`src/design/assert_macros.svh`:
```
// Assertion macros used by the line generator top level.
`ifndef ASSERT_MACROS_SVH
`define ASSERT_MACROS_SVH
`ifndef NO_ASSERTIONS
// Check a property on every clock edge outside reset.
`define BLG_ASSERT(lbl, clk, rst_n, prop, msg) \
  lbl: assert property (@(posedge clk) disable iff (!rst_n) prop) else $error(msg);
// Check a property on every clock edge at which reset is held.
`define BLG_ASSERT_RST(lbl, clk, rst_n, prop, msg) \
  lbl: assert property (@(posedge clk) !rst_n |-> prop) else $error(msg);
`else
`define BLG_ASSERT(lbl, clk, rst_n, prop, msg)
`define BLG_ASSERT_RST(lbl, clk, rst_n, prop, msg)
`endif
`endif

```
`src/design/blg_pkg.sv`:
```
// Types and constants of the Bresenham line pixel generator.
package blg_pkg;

  localparam int unsigned SCREEN_WIDTH  = 480;
  localparam int unsigned SCREEN_HEIGHT = 272;
  localparam int unsigned STEP_MARGIN   = 4;
  localparam int unsigned STEP_LIMIT    = SCREEN_WIDTH + SCREEN_HEIGHT + STEP_MARGIN;
  localparam int unsigned STEP_W        = $clog2(STEP_LIMIT + 1);

  localparam int unsigned COORD_W = 16;
  localparam int unsigned COLOR_W = 16;
  localparam int unsigned ADDR_W  = 17;
  localparam int unsigned ERR_W   = 18;

  localparam int unsigned QUEUE_DEPTH = 2;
  localparam int unsigned QPTR_W      = $clog2(QUEUE_DEPTH);
  localparam int unsigned QCNT_W      = $clog2(QUEUE_DEPTH + 1);

  typedef enum logic {
    ACT_LOAD = 1'b0,
    ACT_TICK = 1'b1
  } action_e;

  typedef struct packed {
    action_e              action;
    logic [COORD_W-1:0]   start_x;
    logic [COORD_W-1:0]   start_y;
    logic [COORD_W-1:0]   end_x;
    logic [COORD_W-1:0]   end_y;
    logic [COLOR_W-1:0]   line_color;
  } in_item_t;

  typedef struct packed {
    logic [COORD_W-1:0]   pixel_x;
    logic [COORD_W-1:0]   pixel_y;
    logic [ADDR_W-1:0]    pixel_address;
    logic [COLOR_W-1:0]   pixel_color;
    logic                 write_enable;
    logic                 last_pixel;
  } out_item_t;

  // Classified command passed from the front to the stepper.
  typedef struct packed {
    action_e                   action;
    logic [COORD_W-1:0]        start_x;
    logic [COORD_W-1:0]        start_y;
    logic [COORD_W-1:0]        end_x;
    logic [COORD_W-1:0]        end_y;
    logic [COLOR_W-1:0]        line_color;
    logic [COORD_W-1:0]        delta_col;
    logic [COORD_W-1:0]        delta_row;
    logic                      col_dir_neg;
    logic                      row_dir_neg;
    logic signed [ERR_W-1:0]   error_term;
  } cmd_t;

  // Occupancy and beat strobes of a queue.
  typedef struct packed {
    logic [QCNT_W-1:0] cnt;
    logic              wr;
    logic              rd;
  } queue_stat_t;

endpackage

```
`src/design/blg_front.sv`:
```
// Front end: classifies an input beat and precomputes the line set-up terms.
module blg_front (
  input  blg_pkg::in_item_t item_i,
  output blg_pkg::cmd_t     cmd_o
);

  logic                            col_fwd;
  logic                            row_fwd;
  logic [blg_pkg::COORD_W-1:0]     dx;
  logic [blg_pkg::COORD_W-1:0]     dy;

  // Derive step directions and absolute deltas
  always_comb begin
    col_fwd = item_i.start_x < item_i.end_x;
    row_fwd = item_i.start_y < item_i.end_y;
    dx = col_fwd ? (item_i.end_x - item_i.start_x) : (item_i.start_x - item_i.end_x);
    dy = row_fwd ? (item_i.end_y - item_i.start_y) : (item_i.start_y - item_i.end_y);

    cmd_o.action      = item_i.action;
    cmd_o.start_x     = item_i.start_x;
    cmd_o.start_y     = item_i.start_y;
    cmd_o.end_x       = item_i.end_x;
    cmd_o.end_y       = item_i.end_y;
    cmd_o.line_color  = item_i.line_color;
    cmd_o.delta_col   = dx;
    cmd_o.delta_row   = dy;
    cmd_o.col_dir_neg = !col_fwd;
    cmd_o.row_dir_neg = !row_fwd;
    cmd_o.error_term  = $signed({{(blg_pkg::ERR_W-blg_pkg::COORD_W){1'b0}}, dx})
                      - $signed({{(blg_pkg::ERR_W-blg_pkg::COORD_W){1'b0}}, dy});
  end

endmodule

```
`src/design/blg_cmd_queue.sv`:
```
// Short command queue between the front end and the stepper.
module blg_cmd_queue (
  input  logic                  clk_i,
  input  logic                  rst_ni,
  input  logic                  push_i,
  input  blg_pkg::cmd_t         cmd_i,
  output logic                  full_o,
  output logic                  valid_o,
  output blg_pkg::cmd_t         cmd_o,
  input  logic                  pop_i,
  output blg_pkg::queue_stat_t  stat_o
);

  blg_pkg::cmd_t                 mem_q [blg_pkg::QUEUE_DEPTH];
  logic [blg_pkg::QPTR_W-1:0]    wr_ptr_q, wr_ptr_d;
  logic [blg_pkg::QPTR_W-1:0]    rd_ptr_q, rd_ptr_d;
  logic [blg_pkg::QCNT_W-1:0]    cnt_q, cnt_d;
  logic                          wr_en;
  logic                          rd_en;

  // Work out beats and next pointers
  always_comb begin
    full_o  = cnt_q == blg_pkg::QCNT_W'(blg_pkg::QUEUE_DEPTH);
    valid_o = cnt_q != '0;
    cmd_o   = mem_q[rd_ptr_q];
    wr_en   = push_i && !full_o;
    rd_en   = pop_i && valid_o;

    wr_ptr_d = wr_ptr_q;
    rd_ptr_d = rd_ptr_q;
    if (wr_en) begin
      wr_ptr_d = (wr_ptr_q == blg_pkg::QPTR_W'(blg_pkg::QUEUE_DEPTH - 1)) ? '0
               : wr_ptr_q + 1'b1;
    end
    if (rd_en) begin
      rd_ptr_d = (rd_ptr_q == blg_pkg::QPTR_W'(blg_pkg::QUEUE_DEPTH - 1)) ? '0
               : rd_ptr_q + 1'b1;
    end
    cnt_d = cnt_q + blg_pkg::QCNT_W'(wr_en) - blg_pkg::QCNT_W'(rd_en);

    stat_o.cnt = cnt_q;
    stat_o.wr  = wr_en;
    stat_o.rd  = rd_en;
  end

  // Hold pointers and occupancy
  always_ff @(posedge clk_i or negedge rst_ni) begin
    if (!rst_ni) begin
      wr_ptr_q <= '0;
      rd_ptr_q <= '0;
      cnt_q    <= '0;
    end else begin
      wr_ptr_q <= wr_ptr_d;
      rd_ptr_q <= rd_ptr_d;
      cnt_q    <= cnt_d;
    end
  end

  // Store the incoming command
  always_ff @(posedge clk_i) begin
    if (wr_en) begin
      mem_q[wr_ptr_q] <= cmd_i;
    end
  end

endmodule

```
`src/design/blg_back.sv`:
```
// Back end: Bresenham stepper with its pixel result queue.
module blg_back (
  input  logic                  clk_i,
  input  logic                  rst_ni,
  input  logic                  cmd_valid_i,
  input  blg_pkg::cmd_t         cmd_i,
  output logic                  cmd_pop_o,
  output logic                  empty_o,
  input  logic                  pop_i,
  output blg_pkg::out_item_t    result_o,
  output blg_pkg::queue_stat_t  stat_o
);

  localparam int unsigned EW = blg_pkg::ERR_W + 2;
  localparam int unsigned PAD = EW - blg_pkg::COORD_W;

  // Line state
  logic                             active_q, active_d;
  logic [blg_pkg::COORD_W-1:0]      cur_col_q, cur_col_d;
  logic [blg_pkg::COORD_W-1:0]      cur_row_q, cur_row_d;
  logic [blg_pkg::COORD_W-1:0]      goal_col_q, goal_col_d;
  logic [blg_pkg::COORD_W-1:0]      goal_row_q, goal_row_d;
  logic [blg_pkg::COORD_W-1:0]      delta_col_q, delta_col_d;
  logic [blg_pkg::COORD_W-1:0]      delta_row_q, delta_row_d;
  logic                             col_neg_q, col_neg_d;
  logic                             row_neg_q, row_neg_d;
  logic signed [blg_pkg::ERR_W-1:0] err_q, err_d;
  logic [blg_pkg::STEP_W-1:0]       steps_q, steps_d;
  logic [blg_pkg::COLOR_W-1:0]      color_q, color_d;

  // Result queue
  blg_pkg::out_item_t               res_mem_q [blg_pkg::QUEUE_DEPTH];
  logic [blg_pkg::QPTR_W-1:0]       res_wr_q, res_wr_d;
  logic [blg_pkg::QPTR_W-1:0]       res_rd_q, res_rd_d;
  logic [blg_pkg::QCNT_W-1:0]       res_cnt_q, res_cnt_d;
  logic                             res_room;
  logic                             res_rd;

  logic                             is_load;
  logic                             take;
  logic                             emit;
  logic                             on_screen;
  logic                             at_goal;
  logic                             last;
  logic [31:0]                      addr_full;
  logic signed [EW-1:0]             e2;
  logic signed [EW-1:0]             dx_w;
  logic signed [EW-1:0]             dy_w;
  logic signed [EW-1:0]             err_w;
  logic                             col_step;
  logic                             row_step;
  blg_pkg::out_item_t               pix;

  // Emit the pixel at the current point
  always_comb begin
    on_screen = (cur_col_q < blg_pkg::COORD_W'(blg_pkg::SCREEN_WIDTH))
             && (cur_row_q < blg_pkg::COORD_W'(blg_pkg::SCREEN_HEIGHT));
    addr_full = 32'(cur_row_q) * 32'(blg_pkg::SCREEN_WIDTH) + 32'(cur_col_q);
    at_goal   = (cur_col_q == goal_col_q) && (cur_row_q == goal_row_q);
    last      = at_goal || (steps_q >= blg_pkg::STEP_W'(blg_pkg::STEP_LIMIT));

    pix.pixel_x       = cur_col_q;
    pix.pixel_y       = cur_row_q;
    pix.pixel_address = on_screen ? addr_full[blg_pkg::ADDR_W-1:0] : '0;
    pix.pixel_color   = color_q;
    pix.write_enable  = on_screen;
    pix.last_pixel    = last;
  end

  // Decide which axes advance
  always_comb begin
    e2       = {err_q[blg_pkg::ERR_W-1], err_q, 1'b0};
    dx_w     = $signed({{PAD{1'b0}}, delta_col_q});
    dy_w     = $signed({{PAD{1'b0}}, delta_row_q});
    col_step = e2 > -dy_w;
    row_step = e2 < dx_w;
    err_w    = $signed({{2{err_q[blg_pkg::ERR_W-1]}}, err_q})
             - (col_step ? dy_w : '0) + (row_step ? dx_w : '0);
  end

  // Take a command: loads and idle ticks never wait, pixels wait for room
  always_comb begin
    res_room  = res_cnt_q != blg_pkg::QCNT_W'(blg_pkg::QUEUE_DEPTH);
    is_load   = cmd_i.action == blg_pkg::ACT_LOAD;
    take      = cmd_valid_i && (is_load || !active_q || res_room);
    emit      = take && !is_load && active_q;
    cmd_pop_o = take;
  end

  // Advance the line state
  always_comb begin
    active_d    = active_q;
    cur_col_d   = cur_col_q;
    cur_row_d   = cur_row_q;
    goal_col_d  = goal_col_q;
    goal_row_d  = goal_row_q;
    delta_col_d = delta_col_q;
    delta_row_d = delta_row_q;
    col_neg_d   = col_neg_q;
    row_neg_d   = row_neg_q;
    err_d       = err_q;
    steps_d     = steps_q;
    color_d     = color_q;
    if (take && is_load) begin
      active_d    = 1'b1;
      cur_col_d   = cmd_i.start_x;
      cur_row_d   = cmd_i.start_y;
      goal_col_d  = cmd_i.end_x;
      goal_row_d  = cmd_i.end_y;
      delta_col_d = cmd_i.delta_col;
      delta_row_d = cmd_i.delta_row;
      col_neg_d   = cmd_i.col_dir_neg;
      row_neg_d   = cmd_i.row_dir_neg;
      err_d       = cmd_i.error_term;
      steps_d     = '0;
      color_d     = cmd_i.line_color;
    end else if (emit) begin
      if (last) begin
        active_d = 1'b0;
      end else begin
        err_d   = err_w[blg_pkg::ERR_W-1:0];
        steps_d = steps_q + 1'b1;
        if (col_step) begin
          cur_col_d = col_neg_q ? cur_col_q - 1'b1 : cur_col_q + 1'b1;
        end
        if (row_step) begin
          cur_row_d = row_neg_q ? cur_row_q - 1'b1 : cur_row_q + 1'b1;
        end
      end
    end
  end

  // Result queue pointers and occupancy
  always_comb begin
    empty_o  = res_cnt_q == '0;
    result_o = res_mem_q[res_rd_q];
    res_rd   = pop_i && !empty_o;
    res_wr_d = res_wr_q;
    res_rd_d = res_rd_q;
    if (emit) begin
      res_wr_d = (res_wr_q == blg_pkg::QPTR_W'(blg_pkg::QUEUE_DEPTH - 1)) ? '0
               : res_wr_q + 1'b1;
    end
    if (res_rd) begin
      res_rd_d = (res_rd_q == blg_pkg::QPTR_W'(blg_pkg::QUEUE_DEPTH - 1)) ? '0
               : res_rd_q + 1'b1;
    end
    res_cnt_d = res_cnt_q + blg_pkg::QCNT_W'(emit) - blg_pkg::QCNT_W'(res_rd);

    stat_o.cnt = res_cnt_q;
    stat_o.wr  = emit;
    stat_o.rd  = res_rd;
  end

  // Hold control state
  always_ff @(posedge clk_i or negedge rst_ni) begin
    if (!rst_ni) begin
      active_q    <= 1'b0;
      cur_col_q   <= '0;
      cur_row_q   <= '0;
      goal_col_q  <= '0;
      goal_row_q  <= '0;
      delta_col_q <= '0;
      delta_row_q <= '0;
      col_neg_q   <= 1'b0;
      row_neg_q   <= 1'b0;
      err_q       <= '0;
      steps_q     <= '0;
      color_q     <= '0;
      res_wr_q    <= '0;
      res_rd_q    <= '0;
      res_cnt_q   <= '0;
    end else begin
      active_q    <= active_d;
      cur_col_q   <= cur_col_d;
      cur_row_q   <= cur_row_d;
      goal_col_q  <= goal_col_d;
      goal_row_q  <= goal_row_d;
      delta_col_q <= delta_col_d;
      delta_row_q <= delta_row_d;
      col_neg_q   <= col_neg_d;
      row_neg_q   <= row_neg_d;
      err_q       <= err_d;
      steps_q     <= steps_d;
      color_q     <= color_d;
      res_wr_q    <= res_wr_d;
      res_rd_q    <= res_rd_d;
      res_cnt_q   <= res_cnt_d;
    end
  end

  // Store the emitted pixel
  always_ff @(posedge clk_i) begin
    if (emit) begin
      res_mem_q[res_wr_q] <= pix;
    end
  end

endmodule

```
`src/design/bresenham_line_pixel_generator.sv`:
```
// Bresenham line pixel generator, top level.
//
// Input channel (push/full): each beat is a load, which latches a line
// command (endpoints and colour), or a tick, which asks for the next pixel.
// Result channel (empty/pop): one pixel beat per tick while a line runs,
// with column, row, framebuffer address, colour, write enable (low for a
// pixel off the screen, address then 0) and a flag on the run's last pixel.
// A load or a tick with no line running gives no result beat.
// An accepted tick is registered in the command queue, then its pixel is
// registered in the result queue, from which it can be popped.
// Throughput: one item per cycle while neither queue stalls; the stepper
// updates the error term and both coordinates at once, and each side of it
// has a two-entry queue so input and output can stall on their own.
// Reset clears the line state and both queues: empty is high, full low,
// and ticks are dropped until the first load.
// When the receiver stops popping, the result queue fills, the stepper holds
// the next tick, the command queue fills and full rises; no beat is lost.
`include "assert_macros.svh"

module bresenham_line_pixel_generator (
  input  logic                clk_i,
  input  logic                rst_ni,
  input  logic                push,
  output logic                full,
  input  blg_pkg::in_item_t   item_i,
  output logic                empty,
  input  logic                pop,
  output blg_pkg::out_item_t  result_o
);

  blg_pkg::cmd_t         front_cmd;
  blg_pkg::cmd_t         head_cmd;
  logic                  head_valid;
  logic                  head_pop;
  blg_pkg::queue_stat_t  cmd_stat;
  blg_pkg::queue_stat_t  res_stat;

  logic [blg_pkg::QCNT_W-1:0] cmd_nxt;
  logic [blg_pkg::QCNT_W-1:0] res_nxt;
  logic                       head_we;
  logic                       head_off;
  logic                       head_on_screen;

  blg_front u_front (
    .item_i (item_i),
    .cmd_o  (front_cmd)
  );

  blg_cmd_queue u_cmd_queue (
    .clk_i   (clk_i),
    .rst_ni  (rst_ni),
    .push_i  (push),
    .cmd_i   (front_cmd),
    .full_o  (full),
    .valid_o (head_valid),
    .cmd_o   (head_cmd),
    .pop_i   (head_pop),
    .stat_o  (cmd_stat)
  );

  blg_back u_back (
    .clk_i       (clk_i),
    .rst_ni      (rst_ni),
    .cmd_valid_i (head_valid),
    .cmd_i       (head_cmd),
    .cmd_pop_o   (head_pop),
    .empty_o     (empty),
    .pop_i       (pop),
    .result_o    (result_o),
    .stat_o      (res_stat)
  );

  // Expected next occupancies and clip terms of the result at the head
  always_comb begin
    cmd_nxt = cmd_stat.cnt + blg_pkg::QCNT_W'(cmd_stat.wr)
            - blg_pkg::QCNT_W'(cmd_stat.rd);
    res_nxt = res_stat.cnt + blg_pkg::QCNT_W'(res_stat.wr)
            - blg_pkg::QCNT_W'(res_stat.rd);
    head_we  = !empty && result_o.write_enable;
    head_off = !empty && !result_o.write_enable;
    head_on_screen = (result_o.pixel_x < blg_pkg::COORD_W'(blg_pkg::SCREEN_WIDTH))
                  && (result_o.pixel_y < blg_pkg::COORD_W'(blg_pkg::SCREEN_HEIGHT));
  end

  `BLG_ASSERT_RST(a_reset_idle, clk_i, rst_ni, empty && !full, "queues not cleared in reset")
  `BLG_ASSERT(a_cmd_count, clk_i, rst_ni, 1'b1 |=> cmd_stat.cnt == $past(cmd_nxt), "cmd count")
  `BLG_ASSERT(a_res_count, clk_i, rst_ni, 1'b1 |=> res_stat.cnt == $past(res_nxt), "res count")
  `BLG_ASSERT(a_clip, clk_i, rst_ni, head_we |-> head_on_screen, "enabled pixel off screen")
  `BLG_ASSERT(a_clip_addr, clk_i, rst_ni, head_off |-> result_o.pixel_address == '0, "clip addr")

endmodule
```
`config.mk`:
```
export PLATFORM = sky130hd
export DESIGN_NAME = bresenham_line_pixel_generator
export DESIGN_NICKNAME = d
export VERILOG_FILES = /design/src/design/blg_pkg.sv /design/src/design/blg_front.sv /design/src/design/blg_cmd_queue.sv /design/src/design/blg_back.sv /design/src/design/bresenham_line_pixel_generator.sv
export VERILOG_INCLUDE_DIRS = /design/src /design/src/design
export SDC_FILE = /design/constraint.sdc
export NUM_CORES = 1
export LEC_CHECK = 0
export ABC_CLOCK_PERIOD_IN_PS = 9300
export BUFFER_PORTS_ARGS = -buffer_cell sky130_fd_sc_hd__buf_2
export CELL_PAD_IN_SITES_DETAIL_PLACEMENT = 1
export CELL_PAD_IN_SITES_GLOBAL_PLACEMENT = 2
export CORE_ASPECT_RATIO = 2
export CORE_UTILIZATION = 43
export CTS_CLUSTER_DIAMETER = 40
export DETAILED_ROUTE_END_ITERATION = 8
export HOLD_SLACK_MARGIN = 0.1
export MAX_ROUTING_LAYER = met4
export PLACE_DENSITY = 0.88
export SLEW_MARGIN = 15
export SYNTH_ARGS = -nofsm -noshare
export SYNTH_HDL_FRONTEND = slang
export SYNTH_SLANG_ARGS = --single-unit
export TNS_END_PERCENT = 1
```
`constraint.sdc`:
```
create_clock -name clk_i -period 9.3 [get_ports clk_i]
set_input_delay 1.395 -clock clk_i [delete_from_list [all_inputs] [get_ports clk_i]]
set_output_delay 1.395 -clock clk_i [all_outputs]
set_load 0.03 [all_outputs]
```
# Word level (Yosys, flattened, before mapping)
# Memories as Yosys holds them, arrays and structs flattened.
# Cells that the tools add are included.
[word_totals]
register_bits = 151
latchBits = 0
ramBits = 400
mem_bits_ro = 0
out_inout_bits = 69
word_cells = 115
n_memories = 2
[memory_table]
columns = ["name", "depth", "word_bits", "rd", "rd_clocked_by_memory_dff", "wr", "line", "source"]
rows = [
  ["u_cmd_queue.mem_q", 2, 133, 1, 0, 1, "blg_cmd_queue.sv:14", "blg_pkg::cmd_t mem_q [blg_pkg::QUEUE_DEPTH];"],
  ["u_back.res_mem_q", 2, 67, 1, 0, 1, "blg_back.sv:32", "blg_pkg::out_item_t res_mem_q [blg_pkg::QUEUE_DEPTH];"],
]
[op_classes]
n_addsub = 22
mul = 1
div_mod_pow = 0
n_lt_le_gt_ge = 7
eq_ne = 5
n_shift = 0
muxes = 32
bitwise = 1
n_reduce_logical = 27
[ops]
columns = ["op", "count"]
rows = [
  ["16-bit two-way mux", 14],
  ["16-bit subtractor", 4],
  ["18-bit two-way mux", 3],
  ["16-bit by 1-bit adder with 16-bit output (second input constant)", 2],
  ["16-bit == test", 2],
  ["16-bit < comparator", 2],
  ["16-bit by 9-bit < comparator with 1-bit output (second input constant)", 2],
  ["16-bit by 1-bit subtractor with 16-bit output (second input constant)", 2],
  ["10-bit two-way mux", 3],
  ["19-bit by 20-bit > comparator with 1-bit output", 1],
  ["16-bit negator with 20-bit output", 1],
  ["19-bit by 17-bit < comparator with 1-bit output", 1],
  ["18-bit adder", 1],
  ["18-bit by 16-bit subtractor with 18-bit output", 1],
  ["17-bit by 16-bit adder with 17-bit output", 1],
  ["17-bit two-way mux", 1],
  ["16-bit by 16-bit subtractor with 17-bit output", 1],
  ["16-bit by 4-bit multiplier with 12-bit output (second input constant)", 1],
  ["1-bit two-way mux", 11],
  ["10-bit by 1-bit adder with 10-bit output (second input constant)", 1],
  ["10-bit >= comparator (second input constant)", 1],
  ["2-bit nonzero test", 5],
  ["1-bit logical AND", 9],
  ["3-bit AND reduction", 2],
  ["other kinds (10)", 23],
]

# Longest topological paths before layout
# Gate-level depths: netlist of the first run.
# An unclocked memory read counts as a cell.
[depth]
depth_word = 9
depth_mapped = 25

# Modules after synthesis
# A second synthesis of the first run with hierarchy kept.
[unflattened]
cells_unflattened = 2642
hier_area_um2 = 31014.7
[modules_own_cells]
columns = ["mod", "n_inst", "cells_each", "area_each_um2", "seq_area_each_um2"]
rows = [
  ["blg_back", 1, 1604, 16518.3, 7702.4],
  ["blg_cmd_queue", 1, 435, 10054.6, 8087.8],
  ["blg_front", 1, 603, 4441.8, 0.0],
]

# Least setup slack after synthesis of the first run
# Ideal clock, no wire load.
[synth_timing]
path_type = "input port to flip-flop"
start = "input port push"
end = "memory u_cmd_queue.mem_q[0][0] in the netlist's numbering (enable)"
setup_ps = 625
arrival_ps = 6967
required_time_ps = 8675
setup_slack_ps = 1708
stages = 2
n_path_buf = 0
path_cell_list = "nand2_1 nor2_1"
[synth_between]
elab_chain_len = 3
[synth_lines]
columns = ["item", "line", "source"]
rows = [
  ["from (decl)", "bresenham_line_pixel_generator.sv:23", "input logic push,"],
  ["1-bit logical AND", "blg_cmd_queue.sv:26", "wr_en = push_i && !full_o;"],
  ["1-bit two-way mux", "blg_cmd_queue.sv:61", "if (wr_en) begin"],
  ["1-bit two-way mux (implied by the code)", "blg_cmd_queue.sv:62", "mem_q[wr_ptr_q] <= cmd_i;"],
  ["to (decl)", "blg_cmd_queue.sv:14", ""],
]
# Every way passes these cells.

# Worst setup path after layout of the first run
[layout_timing]
start = "register u_back.delta_row_q[3] in the netlist's numbering"
end = "register u_back.err_q[13] in the netlist's numbering"
[layout_between]
elab_chain_len = 8
[layout_lines]
columns = ["item", "line", "source"]
rows = [
  ["from (decl)", "blg_back.sv:24", "logic [blg_pkg::COORD_W-1:0] delta_row_q, delta_row_d;"],
  ["from (signal assigned)", "blg_back.sv:180", "delta_row_q <= delta_row_d;"],
  ["16-bit negator with 20-bit output", "blg_back.sv:75", "col_step = e2 > -dy_w;"],
  ["19-bit by 20-bit > comparator with 1-bit output", "blg_back.sv:75", ""],
  ["16-bit two-way mux (*)", "blg_back.sv:78", "- (col_step ? dy_w : '0) + (row_step ? dx_w : '0);"],
  ["18-bit by 16-bit subtractor with 18-bit output (*)", "blg_back.sv:78", ""],
  ["18-bit adder (*)", "blg_back.sv:78", ""],
  ["18-bit two-way mux (*)", "blg_back.sv:118", "if (last) begin"],
  ["18-bit two-way mux (*)", "blg_back.sv:117", "end else if (emit) begin"],
  ["18-bit two-way mux (*)", "blg_back.sv:104", "if (take && is_load) begin"],
  ["to (signal assigned)", "blg_back.sv:183", "err_q <= err_d;"],
  ["to (decl)", "blg_back.sv:27", "logic signed [blg_pkg::ERR_W-1:0] err_q, err_d;"],
]
# Every way passes the cells marked *; elsewhere a longest branch is shown, timed or not. The select of a mux whose other input is x is not followed.
# A chain may end at the register's enable or synchronous reset.

==> results of run 1 <==
-- path summary, 6_finish.rpt --
kind | depth (start not counted) | startpoint | to | slack (ns)
max in group asynchronous | 2 | rst_ni | u_back.delta_col_q[0] | 7.20
min | 0 | u_back.color_q[12] | u_back.res_mem_q[1][14] | 0.47
max | 21 | u_back.delta_row_q[3] | u_back.err_q[13] | 2.70
min reg2reg | 0 | u_back.color_q[12] | u_back.res_mem_q[1][14] | 0.47
max reg2reg | 21 | u_back.delta_row_q[3] | u_back.err_q[13] | 2.70
min in group asynchronous | 1 | rst_ni | u_back.goal_col_q[10] | 0.80
-- stage by stage --
step | instances | cell area [um2] | utilization [%] | hold WS (ns)
floorplan | 2528 | 29700 | - | 0.442
global placement | 3505 | 31400 | 45.8 | 0.448
detailed placement | 3505 | 31400 | 45.8 | 0.461
CTS | 3606 | 33300 | 48.6 | 0.476
global route | 3607 | 33300 | 48.6 | 0.486
finish | 3607 | 33300 | 48.6 | 0.469
-- final cells by class --
| cell class | instances | area share, % |
|---|---|---|
| Antenna cell | 1 | 0.00751 |
| Inverter | 212 | 2.39 |
| Multi-Input combinational cell | 1680 | 38.5 |
| Tap cell | 897 | 3.37 |
| Timing Repair Buffer | 167 | 2.72 |
| Clock inverter | 32 | 1.06 |
| Sequential cell | 549 | 47.2 |
| Clock buffer | 69 | 4.69 |
-- flip-flops by register name, summed over array words and instances, names as in the netlist --
| register | cells |
|---|---|
| u_back.active_q | 1 |
| u_back.col_neg_q | 1 |
| u_back.color_q | 16 |
| u_back.cur_col_q | 16 |
| u_back.cur_row_q | 16 |
| u_back.delta_col_q | 16 |
| u_back.delta_row_q | 16 |
| u_back.err_q | 18 |
| u_back.goal_col_q | 16 |
| u_back.goal_row_q | 16 |
| u_back.res_cnt_q | 2 |
| u_back.res_mem_q | 134 |
| u_back.res_rd_q | 1 |
| u_back.res_wr_q | 1 |
| u_back.row_neg_q | 1 |
| u_back.steps_q | 10 |
| u_cmd_queue.cnt_q | 2 |
| u_cmd_queue.mem_q | 264 |
| u_cmd_queue.rd_ptr_q | 1 |
| u_cmd_queue.wr_ptr_q | 1 |
-- cell usage in the layout, fill, tap and decap left out, types with 18 or more instances in the layout --
master / instances
mux2_2: 74
nand3_1: 23
mux2i_1: 131
and2_1: 30
nor2b_1: 50
fa_1: 41
nand2_1: 190
xnor2_1: 88
buf_2: 152
nor4_1: 18
a211oi_1: 47
a21o_1: 46
nor2_1: 116
edfxtp_1: 398
a21oi_1: 126
a31oi_1: 25
dfrtp_1: 149
nor3_1: 39
clkbuf_16: 58
xor2_1: 75
inv_1: 210
o21ai_0: 152
ha_1: 190
-- logic make-up (layout without fill, tap and decap cells) --
kind of cell | after synthesis | after routing | synth area share [%]
DFF | 549 | 549 | 52.9
adders and majority gates | 231 | 231 | 10.8
buffers and inverters | 299 | 480 | 3.95
other | 0 | 1 | 0
xor gates and xnor gates | 163 | 163 | 4.81
AOI/OAI and AO/OA | 527 | 527 | 11.3
muxes | 205 | 205 | 7.22
and+or+nand+nor | 554 | 554 | 8.97
-- worst register-to-register path, cell delays in order, from the launching register on --
cell and delay, ns:
dfrtp_1 0.44, nor4_1 0.56, nand3_1 0.38, nor3_1 0.28, xor2_1 0.10, ha_1 0.30, and4_1 0.22, nand2_1 0.12
nor4_1 0.44, a211oi_2 0.08, buf_4 0.23, and2_1 0.20, fa_1 0.56, inv_1 0.06, ha_1 0.30, a211oi_1 0.33
o21ai_0 0.27, a2111oi_0 0.69, o31ai_1 0.24, or2_0 0.25, a311oi_1 0.32, a21oi_1 0.08
-- layer usage --
metal	track usage [%]	part of all wire (%)
met1	26.4	40
met2	43.2	53
met3	2.11	2.5
met4	9.65	4.2
met5	-	0
==> flow_metrics.env, run 1 <==
export IMPL_num_rows=136
export IMPL_cts_htree_levels=2
export IMPL_status="completed"
export IMPL_fmax_mhz=152
export IMPL_fill_cells=7256
export IMPL_grt_max_degree=226
export IMPL_syn2layout_area_growth_pct=12.1
export IMPL_synth_area_um2=29700
export IMPL_syn_avg_cell_area_um2=11.8
export IMPL_cp_data_required_time_ns=9.77
export IMPL_tns_ns=0
export IMPL_synth_ff_type="edfxtp_1"
export IMPL_die_w_um=188
export IMPL_grt_pass1_wl_um=124000
export IMPL_yosysWarnings=0
export IMPL_arrival_ns=7.07
export IMPL_globalplace_congestion=0.896
export IMPL_critical_path_buf_inv_count=2
export IMPL_cts_made_buffers=54
export IMPL_die_y_um=374
export IMPL_syn_inst=2528
export IMPL_syn_num_nets=2844
export IMPL_crit_path_end_kind="register"
export IMPL_startpoint_type="register"
export IMPL_track_usage_pct=23.7
export IMPL_drt_total_wl_um=80100
export IMPL_clk_pin_slew_ns=0.07
export IMPL_timing_slew_headroom_pct=24.9
export IMPL_cts_root_buf="clkbuf_16"
export IMPL_cpPeakStageDelay_ns=0.69
export IMPL_min_period_ns=6.60
export IMPL_setup_slack_ns=2.70
export IMPL_async_reset_ff_share_pct=27.5
export IMPL_postCtsSetupBuffers=0
export IMPL_synth_area_leaders="edfxtp_1 (40%), dfrtp_1 (13%), ha_1 (8.0%), mux2i_1 (4.4%), mux2_2 (2.8%)"
export IMPL_crit_fanout=18
export IMPL_synth_largest_area_cell="edfxtp_1"
export IMPL_final_nets=2980
export IMPL_cts_tree="yes"
export IMPL_io_pins=154
export IMPL_yosysMostFrequentCell="edfxtp_1"
export IMPL_clk_path_buf_depth=3
export IMPL_avgViaCountPerCell=5.49
export IMPL_drt_pass1_iterations=5
export IMPL_ys_ff_latch=549
export IMPL_finalClockSkew_ns=0.0258
export IMPL_ant_nets=0
export IMPL_start_util_pct=43.3
export IMPL_worstMarginPinSlew_ns=1.11
export IMPL_cap_violations=0
export IMPL_crit_family="simple AND/OR/NAND/NOR gates"
export IMPL_holdCritPathClass="reg2reg"
export IMPL_yosys_cell_types_count=81
export IMPL_clk_latency_ns=0.62
export IMPL_cts_hold_fix_buffers=0
export IMPL_drc=0
export IMPL_antenna_found_initial=1
export IMPL_cp_cell_sequence="nor4_1 > nand3_1 > nor3_1 > xor2_1 > ha_1 > and4_1 > nand2_1 > nor4_1 > a211oi_2 > buf_4 > and2_1 > fa_1 > inv_1 > ha_1 > a211oi_1 > o21ai_0 > a2111oi_0 > o31ai_1 > or2_0 > a311oi_1 > a21oi_1"
export IMPL_rsz0062_at_grt="no"
export IMPL_finalHoldViolations=0
export IMPL_critical_path_class="reg2reg"
export IMPL_io_buffers=153
export IMPL_clock_sinks=549
export IMPL_routedWlPerCell_um=22.2
export IMPL_first_global_vias=21641
export IMPL_cts_resized=0
export IMPL_core_um2=68600
export IMPL_synth_seq_area_share_pct=52.9
export IMPL_critPathSlowestCell="a2111oi_0"
export IMPL_setup_viol=0
export IMPL_die_area_um2=70200
export IMPL_slew_viol_final=0
export IMPL_drt_iter0_drc=873
export IMPL_synthTopCellsByCount="edfxtp_1 (398), inv_1 (210), ha_1 (190), nand2_1 (190), o21ai_0 (152)"
export IMPL_dp_slack_ns=2.35
export IMPL_synth_edf_count=398
export IMPL_seq_area_um2=15700
export IMPL_num_vias=19786
export IMPL_place_detailed_hpwl_um=60400
export IMPL_yosysTopAreaCellShare_pct=40.2
export IMPL_layout_drive_gt1_share_pct=14.0
export IMPL_final_period_utilization_pct=71.0
export IMPL_multi_input_area_um2=12800
export IMPL_overflow=0
Power of run 1 is not shown: default switching activity piles up to over one toggle a cycle in this logic, so the estimate is an artifact.
==> inputs of run 2 (changes only) <==
ABC_AREA = 1   (was unset)
ABC_CLOCK_PERIOD_IN_PS = 6250   (was 9300)
CORE_UTILIZATION = 39   (was 43)
PLACE_DENSITY = 0.87   (was 0.88)
clock period = 6.25 ns   (was 9.3 ns; I/O delays follow)
==> flow_metrics.env, run 2 <==
export IMPL_r2r_slack_ns=0.60
export IMPL_arrival_ns=6.16
export IMPL_synth_edf_count=398
export IMPL_num_vias=24062
export IMPL_synth_area_leaders="edfxtp_1 (38%), nand2_1 (13%), dfrtp_1 (12%), ha_1 (7.6%), inv_1 (4.9%)"
export IMPL_crit_fanout=10
export IMPL_synth_largest_area_cell="edfxtp_1"
export IMPL_layout_drive_gt1_share_pct=8.17
export IMPL_timing_slew_headroom_pct=26.6
export IMPL_syn_inst=3513
export IMPL_num_rows=146
export IMPL_cp_data_required_time_ns=6.76
export IMPL_diodes=0
export IMPL_track_usage_pct=23.5
export IMPL_place_detailed_hpwl_um=70200
export IMPL_reg_top3="u_cmd_queue.mem_q: 264 flops, u_back.res_mem_q: 134 flops, u_back.err_q: 18 flops"
export IMPL_io_pins=154
export IMPL_min_period_ns=5.65
export IMPL_final_period_utilization_pct=90.4
export IMPL_status="completed"
export IMPL_rsz0062_at_grt="no"
export IMPL_critical_path_class="reg2reg"
export IMPL_drc=0
export IMPL_first_global_vias=25856
export IMPL_cts_tree="yes"
export IMPL_async_reset_ff_share_pct=27.5
export IMPL_antenna_found_initial=0
export IMPL_critPathSlowestCell="fa_1"
export IMPL_clock_sinks=549
export IMPL_yosysMostFrequentCell="nand2_1"
export IMPL_grt_max_degree=133
export IMPL_crit_path_end_kind="register"
export IMPL_critical_path_buf_inv_count=2
export IMPL_syn_avg_cell_area_um2=8.94
export IMPL_synth_seq_area_share_pct=50.1
export IMPL_yosysTopAreaCellShare_pct=38.1
export IMPL_drt_iter0_drc=920
export IMPL_core_um2=79500
export IMPL_overflow=0
export IMPL_slew_viol_final=0
export IMPL_die_y_um=403
export IMPL_fmax_mhz=177
export IMPL_ys_ff_latch=549
export IMPL_die_w_um=203
export IMPL_critPathLaunch="u_back.delta_row_q[0]"
export IMPL_routedWlPerCell_um=19.5
export IMPL_path_common_cell="nand2_1"
export IMPL_cap_violations=0
export IMPL_fin_util_pct=44.1
export IMPL_final_nets=3957
export IMPL_cts_htree_levels=2
export IMPL_synth_area_um2=31400
export IMPL_syn_num_nets=3829
export IMPL_avgViaCountPerCell=5.10
export IMPL_drt_pass1_iterations=5
export IMPL_clk_latency_ns=0.62
export IMPL_clk_pin_slew_ns=0.07
export IMPL_io_buffers=153
export IMPL_start_util_pct=39.5
export IMPL_yosys_cell_types_count=45
export IMPL_cts_root_buf="clkbuf_16"
export IMPL_largest_reg_flops=264
export IMPL_hold_slack_ns=0.254
export IMPL_clk_path_buf_depth=3
export IMPL_regMostFlops="u_cmd_queue.mem_q"
export IMPL_finalClockSkew_ns=0.0330
export IMPL_synth_ff_type="edfxtp_1"
export IMPL_startpoint_type="register"
export IMPL_r2r_end="u_back.err_q[9]"
export IMPL_synthTopCellsByCount="nand2_1 (1,068), inv_1 (412), edfxtp_1 (398), nor2_1 (355), ha_1 (190)"
export IMPL_yosysWarnings=0
export IMPL_holdCritPathClass="in2async"
export IMPL_grt_pass1_wl_um=144000
export IMPL_drt_total_wl_um=92000
export IMPL_cpPeakStageDelay_ns=0.50
export IMPL_finalHoldViolations=0
export IMPL_ant_nets=0
export IMPL_worstRegToRegCells=31
export IMPL_worstMarginPinSlew_ns=1.10
export IMPL_timing_rr_start="u_back.delta_row_q[0]"
export IMPL_crit_family="simple AND/OR/NAND/NOR gates"
export IMPL_tns_ns=0
export IMPL_setup_viol=0
export IMPL_syn2layout_area_growth_pct=11.7
export IMPL_die_area_um2=81700
export IMPL_final_cell_mix="nand2_1 (1,068), inv_1 (412), edfxtp_1 (398), nor2_1 (351), ha_1 (190)"
export IMPL_cts_made_buffers=52
export IMPL_mostFrequentLayoutCell="nand2_1"
export IMPL_globalplace_congestion=0.940
[run 2: metrics by stage]
stage	setup WS, ns	std cells	cell area, um2
2_1_floorplan	-0.957	3513	31400
3_3_place_gp	0.491	4623	33200
3_5_place_dp	0.425	4623	33200
4_1_cts	0.388	4720	35100
5_1_grt	0.0801	4720	35100
6_report	0.598	4720	35100
[run 2: layer usage]
layer	track usage (%)	wire length, um	vias up
li1	-	-	11728
met1	25.2	36000	11831
met2	43.5	49200	353
met3	1.52	1970	150
met4	11.5	4880	0
met5	-	0	-
[run 2: how the worst max path moves through the flow]
stage | endpoint | slack [ns] | cells past startpoint
2_1_floorplan | u_cmd_queue.mem_q[0][0] | -0.96 | 2
3_3_place_gp | u_back.err_q[15] | 0.49 | 30
3_5_place_dp | u_back.err_q[15] | 0.43 | 30
4_1_cts | u_back.err_q[9] | 0.39 | 31
5_1_grt | u_back.err_q[12] | 0.08 | 37
6_report | u_back.err_q[9] | 0.60 | 31
[run 2: cell families (layout without fill, tap and decap cells)]
family / Yosys count / in the layout / share of synthesized area, %
buffers and inverters: 519 / 690 / 6.63
flip-flops: 549 / 549 / 50.1
AO/OA/AOI/OAI: 415 / 415 / 7.92
XOR/XNOR: 138 / 138 / 3.85
adder cells (fa/ha/maj): 231 / 231 / 10.2
multiplexers: 8 / 8 / 0.255
AND/OR/NAND/NOR: 1653 / 1653 / 21.1
[run 2: layout make-up]
| type | instances | area, um2 |
|---|---|---|
| Fill cell | 9324 | 44400 |
| Sequential cell | 549 | 15700 |
| Multi-Input combinational cell | 2445 | 13700 |
| Inverter | 417 | 1570 |
| Clock buffer | 60 | 1390 |
| Tap cell | 1036 | 1300 |
| Timing Repair Buffer | 176 | 982 |
| Clock inverter | 37 | 450 |
[run 2: what timing repair did]
| action | 4_1_cts | 5_1_grt |
|---|---|---|
| buffers inserted | 0 | 0 |
| hold buffers | 0 | 0 |
| endpoints found under the setup margin | 0 | 2 |
| gates resized for setup | 0 | 2 |
Power of run 2 is left out for the same reason.
